### config.mk
export PLATFORM = sky130hd
export DESIGN_NAME = sounder_beep_pattern_timer_unit
export DESIGN_NICKNAME = d
export VERILOG_FILES = /design/src/rtl/sbpt_pkg.sv /design/src/rtl/sbpt_in_stage.sv /design/src/rtl/sbpt_core.sv /design/src/rtl/sbpt_out_stage.sv /design/src/rtl/sounder_beep_pattern_timer_unit.sv
export SDC_FILE = /design/constraint.sdc
export NUM_CORES = 1
export LEC_CHECK = 0
export BUFFER_PORTS_ARGS = -buffer_cell sky130_fd_sc_hd__buf_2
export CORE_UTILIZATION = 50
export DETAILED_ROUTE_END_ITERATION = 6
export GPL_TIMING_DRIVEN = 0
export HOLD_SLACK_MARGIN = 0.05
export MAX_ROUTING_LAYER = met4
export PLACE_DENSITY = 0.67
export RECOVER_POWER = 50
export SYNTH_ARGS = -nofsm -noshare
export SYNTH_HDL_FRONTEND = slang
export SYNTH_SLANG_ARGS = --single-unit
### constraint.sdc
create_clock -name clk -period 11.82 [get_ports clk]
set_input_delay 1.773 -clock clk [delete_from_list [all_inputs] [get_ports clk]]
set_output_delay 1.773 -clock clk [all_outputs]
set_load 0.05 [all_outputs]
### src/rtl/sbpt_pkg.sv
`timescale 1ns / 1ps
// ----------------------------------------------------------------------------
// Sounder beep pattern timer package
// Shared types, command codes and timing constants.
// ----------------------------------------------------------------------------
package sbpt_pkg;

	// Command codes carried in the slave-side tuser
	localparam logic [2:0] CMD_TICK  = 3'd0;
	localparam logic [2:0] CMD_SETUP = 3'd1;
	localparam logic [2:0] CMD_TEST  = 3'd2;
	localparam logic [2:0] CMD_FREQ  = 3'd3;
	localparam logic [2:0] CMD_HALT  = 3'd4;

	localparam logic [15:0] TEST_ON_US    = 16'd750;
	localparam logic [15:0] TEST_OFF_US   = 16'd1500;
	localparam logic [16:0] TEST_FIRST_US = 17'd2500;

	// x / 3 == (x * RECIP3) >> RECIP3_SHIFT, exact for every 16-bit x
	localparam int          RECIP3_SHIFT = 17;
	localparam logic [31:0] RECIP3       = 32'd43691;

	localparam logic [2:0] PHASE_SEVEN = 3'd6;
	localparam logic [2:0] PHASE_EIGHT = 3'd7;

	typedef struct packed {
		logic [2:0]  command;
		logic [15:0] period_us;
	} item_t;

	typedef struct packed {
		logic pin_level;
		logic status;
		logic running;
	} result_t;

endpackage

### src/rtl/sbpt_in_stage.sv
`timescale 1ns / 1ps
// ----------------------------------------------------------------------------
// Sounder beep pattern timer input stage
// Registers one incoming item and holds it until the core consumes it.
// ----------------------------------------------------------------------------
module sbpt_in_stage
	import sbpt_pkg::*;
(
	input  logic  clk,
	input  logic  arst_n,
	input  logic  in_valid,
	output logic  in_ready,
	input  item_t in_item,
	input  logic  take,
	output logic  item_valid_s1,
	output item_t item_s1
);

	assign in_ready = !item_valid_s1 || take;

	always_ff @(posedge clk or negedge arst_n) begin
		if (!arst_n) begin
			item_valid_s1 <= 1'b0;
		end else if (in_ready) begin
			item_valid_s1 <= in_valid;
		end
	end

	always_ff @(posedge clk) begin
		if (in_ready && in_valid) begin
			item_s1 <= in_item;
		end
	end

endmodule

### src/rtl/sbpt_core.sv
`timescale 1ns / 1ps
// ----------------------------------------------------------------------------
// Sounder beep pattern timer core
// Holds the pattern state and applies one item per enabled cycle.
// ----------------------------------------------------------------------------
module sbpt_core
	import sbpt_pkg::*;
(
	input  logic    clk,
	input  logic    arst_n,
	input  logic    step,
	input  item_t   item,
	output result_t result
);

	logic        pin_q;
	logic        active_q;
	logic [2:0]  phase_q;
	logic [16:0] remaining_q;
	logic [15:0] high_q;
	logic [15:0] low_q;

	logic        pin_d;
	logic        active_d;
	logic [2:0]  phase_d;
	logic [16:0] remaining_d;
	logic [15:0] high_d;
	logic [15:0] low_d;
	logic        status;
	logic [31:0] product;
	logic [14:0] third;
	logic [16:0] period;
	logic        expire_pin;

	assign product = 32'(item.period_us) * RECIP3;
	assign third   = product[RECIP3_SHIFT +: 15];

	// Period and pin level of the phase that follows an expiry
	always_comb begin
		if (phase_q == PHASE_EIGHT) begin
			expire_pin = 1'b0;
			period     = {low_q, 1'b0};
		end else if (phase_q == PHASE_SEVEN) begin
			expire_pin = 1'b1;
			period     = {1'b0, low_q};
		end else if (!phase_q[0]) begin
			expire_pin = 1'b1;
			period     = {1'b0, high_q};
		end else begin
			expire_pin = 1'b0;
			period     = {1'b0, low_q};
		end
	end

	always_comb begin
		pin_d       = pin_q;
		active_d    = active_q;
		phase_d     = phase_q;
		remaining_d = remaining_q;
		high_d      = high_q;
		low_d       = low_q;
		status      = 1'b0;
		case (item.command)
			CMD_TICK: begin
				if (active_q) begin
					if (remaining_q <= 17'd1) begin
						pin_d       = expire_pin;
						remaining_d = (period == 17'd0) ? 17'd1 : period;
						phase_d     = phase_q + 3'd1;
					end else begin
						remaining_d = remaining_q - 17'd1;
					end
				end
			end
			CMD_SETUP, CMD_HALT: begin
				pin_d    = 1'b0;
				active_d = 1'b0;
			end
			CMD_TEST: begin
				high_d      = TEST_ON_US;
				low_d       = TEST_OFF_US;
				pin_d       = 1'b1;
				active_d    = 1'b1;
				remaining_d = TEST_FIRST_US;
			end
			CMD_FREQ: begin
				if (item.period_us == 16'd0) begin
					status = 1'b1;
				end else begin
					high_d      = {1'b0, third};
					low_d       = {third, 1'b0};
					pin_d       = 1'b1;
					active_d    = 1'b1;
					remaining_d = {1'b0, item.period_us};
				end
			end
			default: begin
				status = 1'b1;
			end
		endcase
	end

	assign result.pin_level = pin_d;
	assign result.status    = status;
	assign result.running   = active_d;

	always_ff @(posedge clk or negedge arst_n) begin
		if (!arst_n) begin
			pin_q       <= 1'b0;
			active_q    <= 1'b0;
			phase_q     <= 3'd0;
			remaining_q <= 17'd0;
			high_q      <= 16'd0;
			low_q       <= 16'd0;
		end else if (step) begin
			pin_q       <= pin_d;
			active_q    <= active_d;
			phase_q     <= phase_d;
			remaining_q <= remaining_d;
			high_q      <= high_d;
			low_q       <= low_d;
		end
	end

endmodule

### src/rtl/sbpt_out_stage.sv
`timescale 1ns / 1ps
// ----------------------------------------------------------------------------
// Sounder beep pattern timer output stage
// Result register; holds a result until the downstream side takes it.
// ----------------------------------------------------------------------------
module sbpt_out_stage
	import sbpt_pkg::*;
(
	input  logic    clk,
	input  logic    arst_n,
	input  logic    load,
	input  result_t result,
	output logic    can_load,
	output logic    out_valid,
	input  logic    out_ready,
	output result_t result_q
);

	assign can_load = !out_valid || out_ready;

	always_ff @(posedge clk or negedge arst_n) begin
		if (!arst_n) begin
			out_valid <= 1'b0;
		end else if (can_load) begin
			out_valid <= load;
		end
	end

	always_ff @(posedge clk) begin
		if (load) begin
			result_q <= result;
		end
	end

endmodule

### src/rtl/sounder_beep_pattern_timer_unit.sv
`timescale 1ns / 1ps
// ----------------------------------------------------------------------------
// Sounder beep pattern timer
// Drives a sounder pin through a repeating eight-phase beep pattern.
// ----------------------------------------------------------------------------
// Usage:
//   Slave channel (s_*): one transfer per item. tuser carries the command
//   (tick of one microsecond, setup, test, set frequency, halt); tdata
//   carries the requested period in microseconds, used by set frequency.
//   Master channel (m_*): exactly one result transfer per item, in order,
//   carrying the pin level, the status and the running flag.
//   An accepted item passes through the input register, then the result
//   register, on its way to m_*.
//   Throughput: one item per cycle unless m_tready stalls. The pattern state
//   is read and updated by a single pass of logic between the input and
//   result registers, and the divide by three is a single 16x16 multiply by a reciprocal.
//   Reset: pin clear, countdown stopped, phase one, all timings zero; both
//   registers empty.
//   Stall: while m_tready is low the result is held; one more item may sit
//   in the input register, after which s_tready drops until the result is
//   taken.
// ----------------------------------------------------------------------------
module sounder_beep_pattern_timer_unit
	import sbpt_pkg::*;
(
	input  logic        clk,
	input  logic        arst_n,
	input  logic        s_tvalid,
	output logic        s_tready,
	input  logic [15:0] s_tdata,   // [15:0] period_us
	input  logic [2:0]  s_tuser,   // [2:0] command
	output logic        m_tvalid,
	input  logic        m_tready,
	output logic [7:0]  m_tdata    // [0] pin_level, [1] status, [2] running, [7:3] zero
);

	item_t   in_item;
	item_t   item_s1;
	logic    item_valid_s1;
	logic    can_load;
	logic    step;
	result_t result;
	result_t result_q;

	assign in_item.command   = s_tuser;
	assign in_item.period_us = s_tdata;

	// Advance the held item into the core whenever the result register has room
	assign step = item_valid_s1 && can_load;

	sbpt_in_stage u_in_stage (
		.clk           (clk),
		.arst_n        (arst_n),
		.in_valid      (s_tvalid),
		.in_ready      (s_tready),
		.in_item       (in_item),
		.take          (step),
		.item_valid_s1 (item_valid_s1),
		.item_s1       (item_s1)
	);

	sbpt_core u_core (
		.clk    (clk),
		.arst_n (arst_n),
		.step   (step),
		.item   (item_s1),
		.result (result)
	);

	sbpt_out_stage u_out_stage (
		.clk       (clk),
		.arst_n    (arst_n),
		.load      (step),
		.result    (result),
		.can_load  (can_load),
		.out_valid (m_tvalid),
		.out_ready (m_tready),
		.result_q  (result_q)
	);

	// Pack the result, lowest field first, pad to a whole byte
	assign m_tdata = {5'd0, result_q.running, result_q.status, result_q.pin_level};

endmodule

**Word-level counts from Yosys, hierarchy flattened**

Index checks and enable logic that the tools add are counted.
Widths: inputs -> output; s select.

- Register bits after elaboration: 78
- Bits of input ports: 23
- Output and inout port bits: 10
- Word-level logic and storage cells: 64

- $add $sub $neg: 2
- Multiply operators: 1
- $lt $le $gt $ge: 1
- Equal/unequal tests: 8
- Multiplexer cells: 23
- Reduce and logical (&&, ||, !) cells: 16

Operators with widths:

| cell | count |
|---|---|
| $mux 17 | 6 |
| $pmux 16 s2 | 2 |
| $pmux 17 s3 | 1 |
| $mux 16 | 3 |
| $mul 16x16->32 const B | 1 |
| $le 17x1->1 const B | 1 |
| $logic_not 17->1 | 1 |
| $sub 17x1->17 const B | 1 |
| $logic_not 16->1 | 1 |
| $eq 3x3->1 const B | 3 |
| $mux 1 | 8 |
| $reduce_and 4->1 | 2 |
| $eq 3x2->1 const B | 2 |
| $pmux 1 s4 | 1 |
| $reduce_or 4->1 | 1 |
| $add 3x1->3 const B | 1 |
| $eq 3x1->1 const B | 1 |
| $logic_not 3->1 | 1 |
| $pmux 1 s3 | 1 |
| $reduce_and 3->1 | 1 |
| $reduce_bool 3->1 | 1 |
| $logic_and 1x1->1 | 2 |
| $logic_not 1->1 | 2 |
| $logic_or 1x1->1 | 2 |
| 5 further kinds | 5 |

**Logic depth before layout (Yosys ltp)**

- Depth in word-level cells: 8
- Gate-level depth with buffers: 20

**Hierarchy**

Synthesis repeated with hierarchy kept, for this count alone.

- Cells, all modules: 925
- Area, all modules: 8315.5 µm²

Modules (own cells, without submodules):

| module | times used | cells an instance | area an instance (µm²) | seq. area each (µm²) |
|---|---|---|---|---|
| sbpt_core | 1 | 889 | 7505.9 | 925.9 |
| sbpt_in_stage | 1 | 23 | 624.3 | 595.6 |
| sbpt_out_stage | 1 | 6 | 137.6 | 115.1 |
| sounder_beep_pattern_timer_unit | 1 | 7 | 47.5 | 0.0 |

**Least setup slack after synthesis**

OpenSTA, ideal clock, no wires.

- Path type: register to register
- From: register u_in_stage.item_s1[1] (netlist name)
- To: register u_core.high_q[11]
- Arrival time: 5.434 ns
- Required time: 11.687 ns
- Setup slack: 6.253 ns
- Stages on the path, launching flop included: 20
- Path through: edfxtp_1 -> ha_1 -> xor2_1 -> ha_1 -> inv_1 -> fa_1 -> inv_1 -> fa_1 -> fa_1 -> inv_1 -> fa_1 -> inv_1 -> ha_1 -> a211oi_1 -> nor2_1 -> nor4b_1 -> a211oi_1 -> nor3_1 -> mux2i_1 -> o21ai_0

- Longest elaborated chain between the ends: 3
- Elaborated cells between the ends (all ways): 6
- Classes of those cells: 1 x mul; 1 x eq/ne; 2 x mux; 2 x reduce/logical

Ends and longest elaborated chain:

| item | RTL line | source |
|---|---|---|
| $mul 16x16->32 or $logic_not 16->1 (tied branches) | sbpt_core.sv:35, sbpt_core.sv:87 |  |
| $mux 16 or $ne 2x2->1 (tied branches) | - |  |
| $pmux 16 s2 or $reduce_and 3->1 (tied branches) | - |  |
| to (signal assigned) | sbpt_core.sv:120 | `high_q <= high_d;` |
| to (decl) | sbpt_core.sv:20 | `logic [15:0] high_q;` |

Several ways; a longest one is shown, not always the timed one. The select of a mux whose other input is x is not followed.
A chain may end at the register's enable or synchronous reset.

**Final worst setup path**

- From: register u_in_stage.item_s1[1] (netlist name)
- To: register u_core.high_q[8]

- Longest elaborated chain between the ends: 3
- Elaborated cells between the ends (all ways): 6
- Classes of those cells: 1 x mul; 1 x eq/ne; 2 x mux; 2 x reduce/logical

Ends and longest elaborated chain:

| item | RTL line |
|---|---|
| $mul 16x16->32 or $logic_not 16->1 (tied branches) | sbpt_core.sv:35, sbpt_core.sv:87 |
| $mux 16 or $ne 2x2->1 (tied branches) | - |
| $pmux 16 s2 or $reduce_and 3->1 (tied branches) | - |

Several ways; a longest one is shown, not always the timed one. The select of a mux whose other input is x is not followed.

==> impl_metrics.py <==
metrics = {
    "clock_network": {
        "post_cts_resized": 0,
        "cts_buffer_depth": 2,
        "clk_latency_ns": 0.34,
        "ctsHoldBuffers": 0,
        "post_cts_buffers": 0,
        "clock-root-buffer": "clkbuf_16",
        "cts_inserted_buffers": 9,
        "clock_sinks": 61,
        "cts.clk_slew.worst_paths_ns": 0.06,
        "cts_max_level": 3,
        "cts_tree": "built",
    },
    "placement": {
        "dpl.hpwl_mm": 16.4,
        "gp_congestion": 0.904,
        "port_buffers": 27,
    },
    "global_routing": {
        "track_usage_pct": 25.6,
        "antenna_found_initial": 0,
        "overflow": 0,
        "grt_pass1_wl_mm": 31.5,
        "grt_pass1_vias": 6105,
        "grt_max_degree": 40,
    },
    "drt": {
        "vias": 6401,
        "antenna_left": 0,
        "avgRoutedWirePerCell_um": 16.9,
        "first_pass_iters": 4,
        "wirelength_mm": 19.8,
        "viasPerCell": 5.48,
        "first_iter_violations": 405,
        "drc": 0,
    },
    "critical_path": {
        "arrival_ns": 6.92,
        "slowest_delay_ns": 0.85,
        "endpoint_kind": "flip-flop",
        "worstPathRequired_ns": 12.02,
        "crit_path_cell_trace": "ha_1, xor2_1, ha_1, a21oi_1, fa_1, inv_1, fa_1, fa_1, inv_1, fa_1, inv_1, ha_1, nand2_1, or3_1, a2111oi_0, o22ai_1, o21ai_0, xnor2_1, o21ai_0",
        "cpMostUsedCell": "fa_1",
        "cp_max_fo": 9,
        "worst_setup_path_start_kind": "flip-flop",
        "slowest_stage": "a2111oi_0",
        "crit_type": "flip-flop to flip-flop",
    },
    "sta": {
        "slew_viol_final": 40,
        "fmax_ghz": 0.149,
        "setup_viol": 0,
        "tightest_slew_ns": 2.17,
        "hold_violations": 0,
        "relSlewSlack_pct": -44.7,
        "rsz0062_at_grt": "no",
        "clock_skew_ns": 0.0107,
        "setup_tns_ns": 0,
        "min_period_ns": 6.72,
        "finalCritPeriodShare_pct": 56.8,
    },
    "yosys": {
        "synth_common_cells": "inv_1 (193), ha_1 (134), fa_1 (76), nand2_1 (60), o21ai_0 (48)",
        "synth_top_area_cell": "ha_1",
        "syn-instance-count": 906,
        "synth.most_common_cell": "inv_1",
        "yosysWarnings": 0,
        "netlist.area_leader.share_pct": 20.4,
        "syn_area_um2": 8240,
        "ys_top_cells_by_area": "ha_1 (20%), fa_1 (18%), dfrtp_1 (12%), inv_1 (8.8%), edfxtp_1 (8.0%)",
        "ys_seq_area_share_pct": 19.9,
        "syn_area_per_cell_um2": 9.09,
        "ys_types": 60,
        "synth_async_sr_flop_share_pct": 63.9,
        "synth_ff_type": "dfrtp_1",
        "synth_edf_count": 22,
        "ys_ff_latch": 61,
    },
    "floorplanning": {
        "rows": 46,
        "coreArea_um2": 16000,
        "num_io_pins": 33,
        "die_area_um2": 17000,
        "die_w_um": 130,
        "die_h_um": 130,
        "initial_core_util_pct": 51.5,
    },
    "power_and_ir_drop": {
        "vdd_drop_max_v": 0.000203,
        "total_power_mw": 2.48,
        "p_leak_nw": 4.50,
        "power_density_nw_per_um2": 276,
    },
    "job": {
        "max_cap_viol_count": 1,
    },
    "min_path": {
        "hp-class": "flip-flop to flip-flop",
    },
    "layout": {
        "drive_gt1_share_pct": 6.19,
        "layout.nets": 1181,
        "antenna_cells": 0,
        "area_growth_pct": 9.14,
    },
    "status": {
        "failed_checks": "capacitance limit, slew limit",
        "status": "complete, but fails checks",
    },
}
==> cells in the final DEF, fill, tap and decap left out, types with 19 or more instances in the layout <==
cell type	count
dfrtp_1	39
mux2i_1	19
clkbuf_1	19
buf_2	28
edfxtp_1	22
nor2_1	40
o21ai_0	48
fa_1	76
a21oi_1	32
xor2_1	19
ha_1	134
inv_1	193
nand2_1	60
nand3_1	20
o211ai_1	19
==> layer usage <==
layer	global-route usage, %	vias up	share of wire, %
met2	39.7	176	47
met3	2.99	36	3.9
met4	8.86	0	2.8
li1	-	3135	-
met5	-	-	0
met1	34.8	3054	47
==> critical path: cells and delay by family (launching register included) <==
family / cells / cell delay (ns)
fa+ha+maj: 7 / 3.22
compound gates: 5 / 1.54
flops: 1 / 0.59
xor+xnor: 2 / 0.59
simple gates: 2 / 0.45
buf+inv: 3 / 0.17
==> area by class of cell <==
type	count	area [µm²]
Fill cell	1475	7010
Multi-Input combinational cell	629	5750
Sequential cell	61	1640
Inverter	193	724
Tap cell	216	270
Clock buffer	11	254
Buffer	27	141
Timing Repair Buffer	27	134
Clock inverter	5	80.1
==> through the flow <==
step	cell area [µm²]	utilization [%]	std cells	worst slack, ns	hold WS (ns)
after global routing	8990	56.2	1169	4.80	0.513
after global placement	8660	54.1	1153	5.32	0.470
after floorplan	8250	-	910	6.25	0.457
after CTS	8990	56.2	1169	5.23	0.487
final	8990	56.2	1169	5.10	0.485
after detailed placement	8660	54.1	1153	5.27	0.491
==> path summary, 6_finish.rpt <==
kind | from | end | slack, ns | cells after the start
setup reg to reg | u_in_stage.item_s1[1] | u_core.high_q[8] | 5.10 | 19
min in group asynchronous | arst_n | u_core.high_q[12] | 2.06 | 1
max in group asynchronous | arst_n | u_core.phase_q[2] | 8.50 | 1
hold / removal | u_in_stage.item_valid_s1 | u_out_stage.out_valid | 0.49 | 1
setup / recovery | u_in_stage.item_s1[1] | u_core.high_q[8] | 5.10 | 19
hold reg to reg | u_in_stage.item_valid_s1 | u_out_stage.out_valid | 0.49 | 1
==> report_power, final <==
group	leakage, nW	internal (mW)	total (mW)	switching (mW)
logic	3.65	0.733	1.84	1.11
registers	0.684	0.268	0.346	0.0776
clock network	0.165	0.197	0.294	0.0970
==> registers in the layout (all words and copies together) (netlist names) <==
register and flops:
u_in_stage.item_s1 19, u_core.remaining_q 17, u_core.high_q 15, u_core.phase_q 3, u_out_stage.result_q 3, u_core.active_q 1, u_core.pin_q 1, u_in_stage.item_valid_s1 1
u_out_stage.out_valid 1
==> kinds of logic after synthesis <==
kind of cell               count (synthesis)  synth area share, %
xor gates and xnor gates                  35                 3.72
and+or+nand+nor                          191                 11.4
DFF                                       61                 19.9
adders and majority gates                210                 38.8
buffers and inverters                    220                 10.5
muxes                                     22                 2.72
AOI/OAI and AO/OA                        166                 12.9
other                                      1               0.0455
Note: power is estimated with default switching activity, not from simulation.
